===== src/sv/thq_pkg.sv =====
// Package for the touch hold qualifier: widths, phase and outcome codes,
// controller states, register indexes and reset values, and the reciprocal table.
// No dependencies.
package thq_pkg;

  localparam int unsigned COORD_W      = 12;
  localparam int unsigned TIME_W       = 32;
  localparam int unsigned MS_W         = 16;
  localparam int unsigned CNT_W        = 3;
  localparam int unsigned CFG_IDX_W    = 2;
  localparam int unsigned POINT_FIELDS = 4;
  localparam int unsigned SUM_W        = COORD_W + $clog2(POINT_FIELDS);
  localparam int unsigned RECIP_SHIFT  = 16;
  localparam int unsigned RECIP_W      = RECIP_SHIFT + 1;
  localparam int unsigned PROD_W       = SUM_W + RECIP_W;

  typedef logic [COORD_W-1:0] coord_t;
  typedef logic [TIME_W-1:0]  time_t;
  typedef logic [MS_W-1:0]    ms_t;
  typedef logic [CNT_W-1:0]   cnt_t;
  typedef logic [SUM_W-1:0]   sum_t;

  typedef enum logic [2:0] {
    PH_IDLE   = 3'd0,
    PH_TSTART = 3'd1,
    PH_TPROG  = 3'd2,
    PH_GSTART = 3'd3,
    PH_GPROG  = 3'd4,
    PH_DET    = 3'd5
  } phase_e;

  typedef enum logic [1:0] {
    OUT_DETECTED = 2'd0,
    OUT_ABANDON  = 2'd1,
    OUT_TIMEOUT  = 2'd2
  } outcome_e;

  typedef enum logic [1:0] {
    CTL_IDLE = 2'd0,
    CTL_SUM  = 2'd1,
    CTL_MUL  = 2'd2,
    CTL_STEP = 2'd3
  } ctl_e;

  localparam logic [0:0] OP_START = 1'b0;

  localparam logic [CFG_IDX_W-1:0] CFG_HOLD    = 2'd0;
  localparam logic [CFG_IDX_W-1:0] CFG_GAP     = 2'd1;
  localparam logic [CFG_IDX_W-1:0] CFG_TIMEOUT = 2'd2;

  localparam ms_t   HOLD_RST    = 16'd120;
  localparam ms_t   GAP_RST     = 16'd30;
  localparam time_t TIMEOUT_RST = 32'd180000;

  // Control from the sequencer to the merging stage.
  typedef struct packed {
    logic sum_en;
    logic mul_en;
  } merge_ctl_t;

  // Rounded-up reciprocal of the point count, scaled by 2^RECIP_SHIFT.
  // For sums below 2^15 the product shifted right is the exact truncated mean.
  function automatic logic [RECIP_W-1:0] recip(input cnt_t cnt);
    logic [RECIP_W-1:0] r;
    case (cnt)
      3'd1:    r = 17'd65536;
      3'd2:    r = 17'd32768;
      3'd3:    r = 17'd21846;
      3'd4:    r = 17'd16384;
      default: r = '0;
    endcase
    return r;
  endfunction

endpackage


===== src/sv/thq_if.sv =====
// Handshake interfaces of the touch hold qualifier: poll items, results, register writes.
// Depends on thq_pkg.
interface thq_in_if;
  import thq_pkg::*;
  logic        valid;
  logic        ready;
  logic        op;
  time_t       now_ms;
  cnt_t        point_count;
  coord_t      x0, x1, x2, x3;
  coord_t      y0, y1, y2, y3;
  modport source (output valid, op, now_ms, point_count, x0, x1, x2, x3, y0, y1, y2, y3,
                  input ready);
  modport sink (input valid, op, now_ms, point_count, x0, x1, x2, x3, y0, y1, y2, y3,
                output ready);
endinterface

interface thq_out_if;
  import thq_pkg::*;
  logic       valid;
  logic       ready;
  logic [1:0] outcome;
  coord_t     x_out;
  coord_t     y_out;
  modport source (output valid, outcome, x_out, y_out, input ready);
  modport sink (input valid, outcome, x_out, y_out, output ready);
endinterface

interface thq_cfg_if;
  import thq_pkg::*;
  logic                 valid;
  logic                 ready;
  logic [CFG_IDX_W-1:0] index;
  logic [TIME_W-1:0]    data;
  modport source (output valid, index, data, input ready);
  modport sink (input valid, index, data, output ready);
endinterface


===== src/sv/thq_lane.sv =====
// One point lane: captures a touch point, zeroed when the point is not valid.
// Depends on thq_pkg.
module thq_lane (
  input  logic            clk_i,
  input  logic            load_i,
  input  logic            en_i,
  input  thq_pkg::coord_t x_i,
  input  thq_pkg::coord_t y_i,
  output thq_pkg::coord_t x_o,
  output thq_pkg::coord_t y_o
);
  import thq_pkg::*;

  coord_t x_q, x_d;
  coord_t y_q, y_d;

  always_comb begin
    x_d = en_i ? x_i : '0;
    y_d = en_i ? y_i : '0;
  end

  always_ff @(posedge clk_i) begin
    if (load_i) begin
      x_q <= x_d;
      y_q <= y_d;
    end
  end

  assign x_o = x_q;
  assign y_o = y_q;
endmodule


===== src/sv/thq_merge.sv =====
// Merging stage: sums the lanes, then scales the sums by the reciprocal of the count.
// Depends on thq_pkg.
module thq_merge #(
  parameter int unsigned LANES = 4
) (
  input  logic                clk_i,
  input  thq_pkg::merge_ctl_t ctl_i,
  input  thq_pkg::cnt_t       cnt_i,
  input  thq_pkg::coord_t     x_i [LANES],
  input  thq_pkg::coord_t     y_i [LANES],
  output thq_pkg::coord_t     avg_x_o,
  output thq_pkg::coord_t     avg_y_o
);
  import thq_pkg::*;

  sum_t sum_x_q, sum_x_d;
  sum_t sum_y_q, sum_y_d;
  logic [PROD_W-1:0] prod_x_q, prod_x_d;
  logic [PROD_W-1:0] prod_y_q, prod_y_d;

  always_comb begin
    sum_x_d = '0;
    sum_y_d = '0;
    for (int i = 0; i < LANES; i++) begin
      sum_x_d = sum_x_d + SUM_W'(x_i[i]);
      sum_y_d = sum_y_d + SUM_W'(y_i[i]);
    end
    prod_x_d = PROD_W'(sum_x_q) * PROD_W'(recip(cnt_i));
    prod_y_d = PROD_W'(sum_y_q) * PROD_W'(recip(cnt_i));
  end

  always_ff @(posedge clk_i) begin
    if (ctl_i.sum_en) begin
      sum_x_q <= sum_x_d;
      sum_y_q <= sum_y_d;
    end
    if (ctl_i.mul_en) begin
      prod_x_q <= prod_x_d;
      prod_y_q <= prod_y_d;
    end
  end

  assign avg_x_o = prod_x_q[RECIP_SHIFT +: COORD_W];
  assign avg_y_o = prod_y_q[RECIP_SHIFT +: COORD_W];
endmodule


===== src/sv/touch_hold_qualifier.sv =====
// Touch hold qualifier top level: point lanes, merging stage, sequencer and hold state machine.
// Each item goes through capture, lane sum, reciprocal scaling and state step in that order;
// the sequencer takes one item at a time, and the result is registered after the state step.
// A waiting result does not block the input, but the next state step stalls until it is read.
// Reset (rst_ni, asynchronous, active low) clears the session, the phase, the output valid
// and restores the register defaults (hold 120 ms, gap 30 ms, timeout 180000 ms).
module touch_hold_qualifier #(
  parameter int unsigned MAX_POINTS = 4
) (
  input  logic      clk_i,
  input  logic      rst_ni,
  thq_in_if.sink    item_i,
  thq_out_if.source result_o,
  thq_cfg_if.sink   cfg_i
);
  import thq_pkg::*;

  // Only as many lanes as there are both point fields and allowed points.
  localparam int unsigned LANES = (MAX_POINTS < POINT_FIELDS) ? MAX_POINTS : POINT_FIELDS;

  // Configuration registers. Writes are always taken.
  ms_t   hold_q;
  ms_t   gap_q;
  time_t timeout_q;

  assign cfg_i.ready = 1'b1;

  always_ff @(posedge clk_i or negedge rst_ni) begin
    if (!rst_ni) begin
      hold_q    <= HOLD_RST;
      gap_q     <= GAP_RST;
      timeout_q <= TIMEOUT_RST;
    end else if (cfg_i.valid) begin
      case (cfg_i.index)
        CFG_HOLD:    hold_q    <= cfg_i.data[MS_W-1:0];
        CFG_GAP:     gap_q     <= cfg_i.data[MS_W-1:0];
        CFG_TIMEOUT: timeout_q <= cfg_i.data;
        default:     ;
      endcase
    end
  end

  // Sequencer. The item is accepted only in idle; the sequencer then
  // sums the lanes, scales by the count and steps the state machine.
  ctl_e ctl_q, ctl_d;
  logic item_acc;
  logic step_go;
  merge_ctl_t merge_ctl;

  assign item_i.ready = (ctl_q == CTL_IDLE);
  assign item_acc     = item_i.valid && item_i.ready;

  always_ff @(posedge clk_i or negedge rst_ni) begin
    if (!rst_ni) begin
      ctl_q <= CTL_IDLE;
    end else begin
      ctl_q <= ctl_d;
    end
  end

  always_comb begin
    ctl_d            = ctl_q;
    merge_ctl.sum_en = 1'b0;
    merge_ctl.mul_en = 1'b0;
    case (ctl_q)
      CTL_IDLE: begin
        if (item_acc) ctl_d = CTL_SUM;
      end
      CTL_SUM: begin
        merge_ctl.sum_en = 1'b1;
        ctl_d            = CTL_MUL;
      end
      CTL_MUL: begin
        merge_ctl.mul_en = 1'b1;
        ctl_d            = CTL_STEP;
      end
      CTL_STEP: begin
        if (step_go) ctl_d = CTL_IDLE;
      end
      default: ctl_d = CTL_IDLE;
    endcase
  end

  // Captured item fields. The count is clamped to the number of lanes.
  logic  op_q;
  time_t now_q;
  cnt_t  cnt_q, cnt_d;

  assign cnt_d = (item_i.point_count > CNT_W'(LANES)) ? CNT_W'(LANES) : item_i.point_count;

  always_ff @(posedge clk_i) begin
    if (item_acc) begin
      op_q  <= item_i.op;
      now_q <= item_i.now_ms;
      cnt_q <= cnt_d;
    end
  end

  // Point lanes, each zeroing its point when it lies beyond the count.
  coord_t in_x [POINT_FIELDS];
  coord_t in_y [POINT_FIELDS];
  coord_t lane_x [LANES];
  coord_t lane_y [LANES];

  assign in_x[0] = item_i.x0;
  assign in_x[1] = item_i.x1;
  assign in_x[2] = item_i.x2;
  assign in_x[3] = item_i.x3;
  assign in_y[0] = item_i.y0;
  assign in_y[1] = item_i.y1;
  assign in_y[2] = item_i.y2;
  assign in_y[3] = item_i.y3;

  for (genvar g = 0; g < LANES; g++) begin : g_lane
    thq_lane u_lane (
      .clk_i  (clk_i),
      .load_i (item_acc),
      .en_i   (CNT_W'(g) < cnt_d),
      .x_i    (in_x[g]),
      .y_i    (in_y[g]),
      .x_o    (lane_x[g]),
      .y_o    (lane_y[g])
    );
  end

  coord_t avg_x, avg_y;

  thq_merge #(
    .LANES (LANES)
  ) u_merge (
    .clk_i   (clk_i),
    .ctl_i   (merge_ctl),
    .cnt_i   (cnt_q),
    .x_i     (lane_x),
    .y_i     (lane_y),
    .avg_x_o (avg_x),
    .avg_y_o (avg_y)
  );

  // Hold state machine and session state, advanced once per item in the step cycle.
  phase_e phase_q, phase_d;
  logic   session_open_q, session_open_d;
  time_t  session_start_q, session_start_d;
  time_t  press_start_q, press_start_d;
  time_t  gap_start_q, gap_start_d;
  coord_t last_x_q, last_x_d;
  coord_t last_y_q, last_y_d;

  logic     emit;
  outcome_e emit_code;
  coord_t   emit_x, emit_y;
  logic     touched;
  time_t    since_session, since_press, since_gap;

  logic out_valid_q;

  // The step waits only while an earlier result still sits unread.
  assign step_go = (ctl_q == CTL_STEP) && (!out_valid_q || result_o.ready);

  assign touched       = (cnt_q != '0);
  assign since_session = now_q - session_start_q;
  assign since_press   = now_q - press_start_q;
  assign since_gap     = now_q - gap_start_q;

  always_comb begin
    phase_d         = phase_q;
    session_open_d  = session_open_q;
    session_start_d = session_start_q;
    press_start_d   = press_start_q;
    gap_start_d     = gap_start_q;
    last_x_d        = last_x_q;
    last_y_d        = last_y_q;
    emit            = 1'b0;
    emit_code       = OUT_DETECTED;
    emit_x          = '0;
    emit_y          = '0;
    if (op_q == OP_START) begin
      // A start inside a session restarts it and keeps the phase.
      session_open_d  = 1'b1;
      session_start_d = now_q;
    end else if (session_open_q) begin
      if (since_session > timeout_q) begin
        // Timeout keeps the phase and does not look at the touch report.
        emit      = 1'b1;
        emit_code = OUT_TIMEOUT;
      end else begin
        if (touched) begin
          last_x_d = avg_x;
          last_y_d = avg_y;
        end
        case (phase_q)
          PH_TSTART: begin
            press_start_d = now_q;
            phase_d       = PH_TPROG;
          end
          PH_TPROG: begin
            if (since_press > TIME_W'(hold_q)) begin
              phase_d = PH_DET;
            end else if (!touched) begin
              phase_d = PH_GSTART;
            end
          end
          PH_GSTART: begin
            gap_start_d = now_q;
            phase_d     = PH_GPROG;
          end
          PH_GPROG: begin
            if (since_gap > TIME_W'(gap_q)) begin
              phase_d   = PH_IDLE;
              emit      = 1'b1;
              emit_code = OUT_ABANDON;
            end else if (touched) begin
              phase_d = PH_TPROG;
            end
          end
          PH_DET: begin
            phase_d   = PH_IDLE;
            emit      = 1'b1;
            emit_code = OUT_DETECTED;
            emit_x    = last_x_d;
            emit_y    = last_y_d;
          end
          default: begin
            // Idle, and the unused codes, wait for a touch.
            phase_d = touched ? PH_TSTART : PH_IDLE;
          end
        endcase
      end
      // Every result closes the session.
      if (emit) session_open_d = 1'b0;
    end
  end

  always_ff @(posedge clk_i or negedge rst_ni) begin
    if (!rst_ni) begin
      phase_q         <= PH_IDLE;
      session_open_q  <= 1'b0;
      session_start_q <= '0;
      press_start_q   <= '0;
      gap_start_q     <= '0;
      last_x_q        <= '0;
      last_y_q        <= '0;
    end else if (step_go) begin
      phase_q         <= phase_d;
      session_open_q  <= session_open_d;
      session_start_q <= session_start_d;
      press_start_q   <= press_start_d;
      gap_start_q     <= gap_start_d;
      last_x_q        <= last_x_d;
      last_y_q        <= last_y_d;
    end
  end

  // Output register. A new result may replace one that is taken in the same cycle.
  logic [1:0] outcome_q;
  coord_t     x_out_q, y_out_q;

  always_ff @(posedge clk_i or negedge rst_ni) begin
    if (!rst_ni) begin
      out_valid_q <= 1'b0;
    end else if (step_go && emit) begin
      out_valid_q <= 1'b1;
    end else if (result_o.ready) begin
      out_valid_q <= 1'b0;
    end
  end

  always_ff @(posedge clk_i) begin
    if (step_go && emit) begin
      outcome_q <= emit_code;
      x_out_q   <= emit_x;
      y_out_q   <= emit_y;
    end
  end

  assign result_o.valid   = out_valid_q;
  assign result_o.outcome = outcome_q;
  assign result_o.x_out   = x_out_q;
  assign result_o.y_out   = y_out_q;

`ifndef ASSERT_OFF
  // A result appears only right after a state step.
  a_result_from_step: assert property (@(posedge clk_i) disable iff (!rst_ni)
    $rose(result_o.valid) |-> $past(ctl_q) == CTL_STEP)
    else $error("result raised without a state step");

  // Only a detected touch carries a position.
  a_zero_position: assert property (@(posedge clk_i) disable iff (!rst_ni)
    (result_o.valid && result_o.outcome != OUT_DETECTED) |->
      (result_o.x_out == '0 && result_o.y_out == '0))
    else $error("nonzero position on a result without detection");

  // Issuing a result closes the session.
  a_result_closes: assert property (@(posedge clk_i) disable iff (!rst_ni)
    (step_go && emit) |=> !session_open_q)
    else $error("session still open after a result");

  // An accepted item always starts the lane sum.
  a_no_accept_busy: assert property (@(posedge clk_i) disable iff (!rst_ni)
    item_acc |=> ctl_q == CTL_SUM)
    else $error("accepted item did not start the lane sum");
`endif

endmodule

===== src/flat_wrapper.sv =====
// flat-port wrapper written by rule: the top's interface ports become plain ports
module touch_hold_qualifier_flat import thq_pkg::*;
#(
  parameter int unsigned MAX_POINTS = 4
)
  (clk_i, rst_ni, item_i_valid, item_i_op, item_i_now_ms, item_i_point_count, item_i_x0, item_i_x1, item_i_x2, item_i_x3, item_i_y0, item_i_y1, item_i_y2, item_i_y3, item_i_ready, result_o_valid, result_o_outcome, result_o_x_out, result_o_y_out, result_o_ready, cfg_i_valid, cfg_i_index, cfg_i_data, cfg_i_ready);
  thq_in_if item_i_i ();
  thq_out_if result_o_i ();
  thq_cfg_if cfg_i_i ();
  input  logic clk_i;
  input  logic rst_ni;
  input wire logic [$bits(item_i_i.valid)-1:0] item_i_valid;
  input wire logic [$bits(item_i_i.op)-1:0] item_i_op;
  input wire logic [$bits(item_i_i.now_ms)-1:0] item_i_now_ms;
  input wire logic [$bits(item_i_i.point_count)-1:0] item_i_point_count;
  input wire logic [$bits(item_i_i.x0)-1:0] item_i_x0;
  input wire logic [$bits(item_i_i.x1)-1:0] item_i_x1;
  input wire logic [$bits(item_i_i.x2)-1:0] item_i_x2;
  input wire logic [$bits(item_i_i.x3)-1:0] item_i_x3;
  input wire logic [$bits(item_i_i.y0)-1:0] item_i_y0;
  input wire logic [$bits(item_i_i.y1)-1:0] item_i_y1;
  input wire logic [$bits(item_i_i.y2)-1:0] item_i_y2;
  input wire logic [$bits(item_i_i.y3)-1:0] item_i_y3;
  output wire logic [$bits(item_i_i.ready)-1:0] item_i_ready;
  output wire logic [$bits(result_o_i.valid)-1:0] result_o_valid;
  output wire logic [$bits(result_o_i.outcome)-1:0] result_o_outcome;
  output wire logic [$bits(result_o_i.x_out)-1:0] result_o_x_out;
  output wire logic [$bits(result_o_i.y_out)-1:0] result_o_y_out;
  input wire logic [$bits(result_o_i.ready)-1:0] result_o_ready;
  input wire logic [$bits(cfg_i_i.valid)-1:0] cfg_i_valid;
  input wire logic [$bits(cfg_i_i.index)-1:0] cfg_i_index;
  input wire logic [$bits(cfg_i_i.data)-1:0] cfg_i_data;
  output wire logic [$bits(cfg_i_i.ready)-1:0] cfg_i_ready;
  assign item_i_i.valid = item_i_valid;
  assign item_i_i.op = item_i_op;
  assign item_i_i.now_ms = item_i_now_ms;
  assign item_i_i.point_count = item_i_point_count;
  assign item_i_i.x0 = item_i_x0;
  assign item_i_i.x1 = item_i_x1;
  assign item_i_i.x2 = item_i_x2;
  assign item_i_i.x3 = item_i_x3;
  assign item_i_i.y0 = item_i_y0;
  assign item_i_i.y1 = item_i_y1;
  assign item_i_i.y2 = item_i_y2;
  assign item_i_i.y3 = item_i_y3;
  assign item_i_ready = item_i_i.ready;
  assign result_o_valid = result_o_i.valid;
  assign result_o_outcome = result_o_i.outcome;
  assign result_o_x_out = result_o_i.x_out;
  assign result_o_y_out = result_o_i.y_out;
  assign result_o_i.ready = result_o_ready;
  assign cfg_i_i.valid = cfg_i_valid;
  assign cfg_i_i.index = cfg_i_index;
  assign cfg_i_i.data = cfg_i_data;
  assign cfg_i_ready = cfg_i_i.ready;
  touch_hold_qualifier #(.MAX_POINTS(MAX_POINTS)) u_core (.clk_i(clk_i), .rst_ni(rst_ni), .item_i(item_i_i), .result_o(result_o_i), .cfg_i(cfg_i_i));
endmodule

===== config.mk =====
export PLATFORM = sky130hd
export DESIGN_NAME = touch_hold_qualifier_flat
export DESIGN_NICKNAME = d
export VERILOG_FILES = /design/src/sv/thq_pkg.sv /design/src/sv/thq_if.sv /design/src/sv/thq_lane.sv /design/src/sv/thq_merge.sv /design/src/sv/touch_hold_qualifier.sv /design/src/flat_wrapper.sv
export SDC_FILE = /design/constraint.sdc
export NUM_CORES = 1
export LEC_CHECK = 0
export BUFFER_PORTS_ARGS = -buffer_cell sky130_fd_sc_hd__buf_2
export CAP_MARGIN = 20
export CORE_MARGIN = 2
export CORE_UTILIZATION = 40
export CTS_CLUSTER_SIZE = 24
export DETAILED_ROUTE_END_ITERATION = 10
export PLACE_DENSITY = 0.63
export SYNTH_ARGS = -nofsm -noshare
export SYNTH_HDL_FRONTEND = slang
export SYNTH_SLANG_ARGS = --single-unit

===== constraint.sdc =====
create_clock -name clk_i -period 12.6 [get_ports clk_i]
set_input_delay 0 -clock clk_i [delete_from_list [all_inputs] [get_ports clk_i]]
set_output_delay 0 -clock clk_i [all_outputs]
set_load 0.03 [all_outputs]

==> Word level (Yosys, flattened, before mapping) <==
Index checks and enable logic that the tools add are counted.
{ "totals": {"regBits": 433, "inputBits": 171, "out_inout_bits": 29, "wordCells": 124} }
{ "classes": {"add_sub_neg": 9, "n_mul": 2, "n_lt_le_gt_ge": 8, "eq_ne": 18, "muxes": 30, "bitwise": 5, "reduce_logical": 21} }
{ "ops": {"columns": ["operator", "count"], "rows": [
  ["32-bit subtractor", 3],
  ["17-bit case mux with 4 select lines", 1],
  ["32-bit by 16-bit greater-than comparator with 1-bit output", 2],
  ["14-bit by 17-bit multiplier with 28-bit output", 2],
  ["32-bit greater-than comparator", 1],
  ["13-bit by 12-bit adder with 14-bit output", 2],
  ["14-bit by 12-bit adder with 14-bit output", 2],
  ["12-bit by 12-bit adder with 13-bit output", 2],
  ["12-bit two-way mux", 2],
  ["1-bit two-way mux", 15],
  ["3-bit two-way mux", 5],
  ["3-bit case mux with 5 select lines", 1],
  ["3-bit by 2-bit == test with 1-bit output (second input constant)", 4],
  ["2-bit AND reduction", 6],
  ["5-bit AND reduction", 2],
  ["3-bit == test (second input constant)", 3],
  ["2-bit two-way mux", 4],
  ["2-bit case mux with 4 select lines", 1],
  ["4-bit OR reduction", 2],
  ["2-bit == test (second input constant)", 3],
  ["3-bit by 1-bit == test with 1-bit output (second input constant)", 2],
  ["1-bit by 3-bit < comparator with 1-bit output (first input constant)", 2],
  ["2-bit by 3-bit < comparator with 1-bit output (first input constant)", 2],
  ["6-bit AND reduction", 1],
  ["15 further kinds", 23]
]} }

==> Logic depth before layout (Yosys ltp) <==
{ "logic_depth": {"depth_word": 11, "mapped_depth": 30, "ltp_nobuf": 27} }

==> Cells and area by module <==
From an unflattened synthesis, not the netlist that was laid out.
{ "hier_totals": {"cells_unflattened": 3006, "area_unflattened_um2": 31916.9} }
{ "modules_own_cells": {"columns": ["mod", "n_inst", "cells_per_inst", "area_per_inst_um2", "seq_area_each_um2"], "rows": [
  ["touch_hold_qualifier", 1, 1723, 16764.8, 6662.6],
  ["thq_merge", 1, 1083, 11488.5, 1561.5],
  ["thq_lane", 4, 50, 915.9, 720.7]
]} }

==> Least setup slack after synthesis <==
Ideal clock, no wire load.
{ "synth_path": {"kind": "register to register", "start": "reg u_core.cnt_q[2]", "end": "reg u_core.u_merge.prod_y_q[27] (data pin)", "t_arrival_ps": 6371, "t_required_ps": 12342, "setup_slack_ps": 5971, "stages_incl_launch_ff": 24, "period_less_slack_ps": 6629, "cell_sequence": "edfxtp_1 and3b_1 clkbuf_1 clkbuf_1 and2_1 ha_1 inv_1 fa_1 fa_1 inv_1 fa_1 fa_1 fa_1 ha_1 and3_1 a211o_1 o311a_1 o211a_1 o21a_1 o21a_1 o21a_1 o21a_1 nor2_1 xnor2_1"} }
{ "synth_via": {"elab_chain_len": 3} }
{ "synth_rtl": {"columns": ["element", "line_no", "source"], "rows": [
  ["from (decl)", "touch_hold_qualifier.sv:87", "cnt_t cnt_q, cnt_d;"],
  ["from (signal assigned)", "touch_hold_qualifier.sv:95", "cnt_q <= cnt_d;"],
  ["3-bit == test, or another cell as far along", "thq_pkg.sv:65", "case (cnt)"],
  ["17-bit case mux with 4 select lines *", "thq_pkg.sv:65", null],
  ["14-bit by 17-bit multiplier with 28-bit output *", "thq_merge.sv:29", "prod_y_d = PROD_W'(sum_y_q) * PROD_W'(recip(cnt_i));"],
  ["net u_core.u_merge.prod_y_d[27]", "thq_merge.sv:19", "logic [PROD_W-1:0] prod_y_q, prod_y_d;"],
  ["to (signal assigned)", "thq_merge.sv:39", "prod_y_q <= prod_y_d;"],
  ["to (decl)", "thq_merge.sv:19", null]
]} }
Mark *: on every way through the listed nets, which the timed path passes. The rest lies on a longest branch.
A chain may end at the register's enable or synchronous reset.

==> Worst setup path after layout <==
{ "layout_path": {"start": "reg u_core.now_q[0]", "end": "reg u_core.press_start_q[6]"} }
{ "layout_via": {"elab_chain_len": 4} }
{ "layout_rtl": {"columns": ["element", "line_no", "source"], "rows": [
  ["from (decl)", "touch_hold_qualifier.sv:86", "time_t now_q;"],
  ["from (signal assigned)", "touch_hold_qualifier.sv:94", "now_q <= item_i.now_ms;"],
  ["32-bit subtractor", "touch_hold_qualifier.sv:161", "assign since_session = now_q - session_start_q;"],
  ["32-bit greater-than comparator", "touch_hold_qualifier.sv:182", "if (since_session > timeout_q) begin"],
  ["1-bit inverter (no line)", null, null],
  ["5-bit AND reduction (no line)", null, null],
  ["to (signal assigned)", "touch_hold_qualifier.sv:247", "press_start_q <= press_start_d;"],
  ["to (decl)", "touch_hold_qualifier.sv:144", "time_t press_start_q, press_start_d;"]
]} }
No other way between the ends.

==> impl_metrics.tcl <==
set metrics [dict create \
    swShare_pct 42.2 \
    dp_slack_ns 5.26 \
    status "finished clean" \
    synth_top_area_share_pct 20.3 \
    worst_slack_ns 5.26 \
    drt_iter0_markers 986 \
    grt_pass1_vias 22500 \
    dp_hpwl_um 54400 \
    syn_area_per_cell_um2 10.6 \
    synth_edf_count 210 \
    p_leak_nw 17.2 \
    postCtsSetupBuffers 0 \
    gr-total-overflow 0 \
    path_class "flop to flop" \
    power_density_mw_per_mm2 221 \
    worst_ir_drop_vdd_mv 0.121 \
    yosys-top-cells-area "edfxtp_1 20%, ha_1 15%, dfrtp_1 14%" \
    cts_tree "yes" \
    dpl_cell_area_mm2 0.0333 \
    antenna_cells 0 \
    final_antenna_net_count 0 \
    cts.sinks 401 \
    ctsHoldBuffers 200 \
    cts_resized 0 \
    fmax_mhz 136 \
    num_vias 22000 \
    hp-class "input pin to flop" \
    synth.most_common_cell "inv_1" \
    grt_max_degree 71 \
    clkPwrFrac_pct 16.6 \
    cp_data_arrival_time_ns 7.83 \
    combinationalPowerShare_pct 56.1 \
    rows 102 \
    setup_viol 0 \
    viasPerCell 5.00 \
    slowest_delay_ns 0.69 \
    htreeDepth 2 \
    syn_nets 3691 \
    intPower_mw 4.71 \
    switching_power_mw 3.44 \
    rsz0062_at_grt "no" \
    clk_latency_ns 0.64 \
    fillers 7084 \
    async_reset_ff_share_pct 47.6 \
    synthCells 2936 \
    fin_worst_skew_ns 0.0609 \
    drt-wirelength-per-cell_um 16.3 \
    die_area_mm2 0.0801 \
    fin_setup_tns_ns 0 \
    dieHeight_um 283 \
    path_clk_slew_ns 0.06 \
    period_share_pct 58.3 \
    drive_gt1_share_pct 14.2 \
    start_kind "flop" \
    ys_ff_latch 401 \
    start_util_pct 40.3 \
    yosysTopAreaCell "edfxtp_1" \
    relSlewSlack_pct 26.6 \
    slew_violations 0 \
    hold_viol_final 0 \
    portBuffers 198 \
    end_kind "flop" \
    ctsRootBufferMaster "clkbuf_16" \
    die_w_um 283 \
    synth.distinct_cells 80 \
    cts_made_buffers 46 \
    fin_area_mm2 0.0370 \
    grt_antenna_before_repair 0 \
    finalCriticalPeriod_ns 7.34 \
    grt.total_usage_pct 18.0 \
    worstPathRequired_ns 13.09 \
    ioPinCount 200 \
    final_cells 4403 \
    area_growth_pct 18.7 \
    slowest_stage "a32oi_1" \
    clockBufferDepth 3 \
    drc 0 \
    first_pass_iters 5 \
    yosysWarnings 0 \
    nets 4082 \
    tightest_slew_ns 1.10 \
    syn_area_mm2 0.0311 \
    place_congestion 0.866 \
    core_mm2 0.0772 \
    yosysSeqAreaShare_pct 35.7 \
    drt_wl_total_um 71800 \
    drv_cap 0 \
    synthTopCellsByCount "409 x inv_1, 381 x ha_1, 215 x nand2_1" \
    synthFlopType "edfxtp_1" \
    utilization_pct 47.9 \
    p_seq_share_pct 27.3 \
    grt_pass1_wl_um 117000 \
    path_max_fanout 32 \
    dp_cells 4117 \
]
[cells by family after synthesis]
logic type / Yosys count / share of synthesized area [%]
xor+xnor: 119 / 3.35
fa+ha+maj: 584 / 28.4
buf+inv: 486 / 5.90
other cells: 1 / 0.0120
compound gates: 482 / 9.60
simple gates: 717 / 11.8
mux: 146 / 5.26
flops: 401 / 35.7
[through the flow]
step                power, mW  hold slack, ns
finish                   8.15          0.0555
global route             8.95          0.0564
floorplan                5.56          -0.296
CTS                      8.22          0.0191
global placement         6.69        -0.00279
detailed placement       6.76        -0.00154
[flip-flops by register name (all words and copies together), names as in the netlist, 14 cells and up]
| name | cells |
|---|---|
| u_core.press_start_q | 32 |
| u_core.u_merge.sum_y_q | 14 |
| u_core.g_lane.u_lane.x_o | 48 |
| u_core.hold_q | 16 |
| u_core.now_q | 32 |
| u_core.gap_q | 16 |
| u_core.u_merge.sum_x_q | 14 |
| u_core.session_start_q | 32 |
| u_core.g_lane.u_lane.y_o | 48 |
| u_core.timeout_q | 32 |
| u_core.gap_start_q | 32 |
[power groups by stage]
stage	clock network (mW)	registers [mW]	logic, mW
2_1_floorplan	0	2.17	3.40
5_1_grt	1.45	2.28	5.22
6_report	1.35	2.23	4.57
4_1_cts	1.39	2.23	4.60
3_3_place_gp	0	2.24	4.45
3_5_place_dp	0	2.25	4.51
[cell usage in the layout (no fill, tap or decap), types with 31 or more instances in the layout]
cell / count
inv_1: 409
ha_1: 381
nand2_1: 215
edfxtp_1: 210
fa_1: 203
dlygate4sd3_1: 199
buf_2: 197
dfrtp_1: 174
a21oi_1: 151
mux2_2: 141
o21ai_0: 128
nor2_1: 108
nor2b_1: 99
and2_1: 98
xnor2_1: 88
a21o_1: 51
clkbuf_16: 50
nand3_1: 32
nor3_1: 32
xor2_1: 31
[critical path: cells and delay by family, from the launching register on]
family / cells / cell delay (ns)
muxes: 1 / 0.39
AOI/OAI and AO/OA: 12 / 3.73
and+or+nand+nor: 7 / 1.21
adders and majority gates: 3 / 0.86
DFF: 1 / 0.42
buffers and inverters: 3 / 0.59
[metal layers]
layer | up-vias | part of all wire (%) | global-route usage (%)
met1 | 10700 | 47 | 25.3
li1 | 10800 | - | -
met4 | 0 | 2.4 | 4.73
met3 | 104 | 4.0 | 2.49
met5 | - | 0 | 0
met2 | 377 | 46 | 29.3
[final timing paths]
kind	start	endpoint	slack [ns]	cells after the start
max in group asynchronous	rst_ni	u_core.last_y_q[2]$_DFFE_PN0P_	11.04	4
min	cfg_i_index[0]	u_core.hold_q[0]$_DFFE_PN0P_	0.06	4
min reg2reg	u_core.u_merge.prod_y_q[20]$_DFFE_PP_	u_core.last_y_q[4]$_DFFE_PN0P_	0.50	1
max	u_core.now_q[0]$_DFFE_PP_	u_core.press_start_q[6]$_DFFE_PN0P_	5.26	26
min in group asynchronous	rst_ni	u_core.timeout_q[11]$_DFFE_PN1P_	0.54	3
max reg2reg	u_core.now_q[0]$_DFFE_PP_	u_core.press_start_q[6]$_DFFE_PN0P_	5.26	26
[layout make-up]
type / instances / area, um2 / share of cell area, %
Multi-Input combinational cell: 2049 / 18200 / 49.3
Sequential cell: 401 / 11100 / 30.1
Timing Repair Buffer: 420 / 3200 / 8.67
Inverter: 409 / 1540 / 4.15
Clock buffer: 63 / 1350 / 3.65
Tap cell: 1040 / 1300 / 3.52
Clock inverter: 21 / 220 / 0.596
Note: power is estimated with default switching activity, not from simulation.
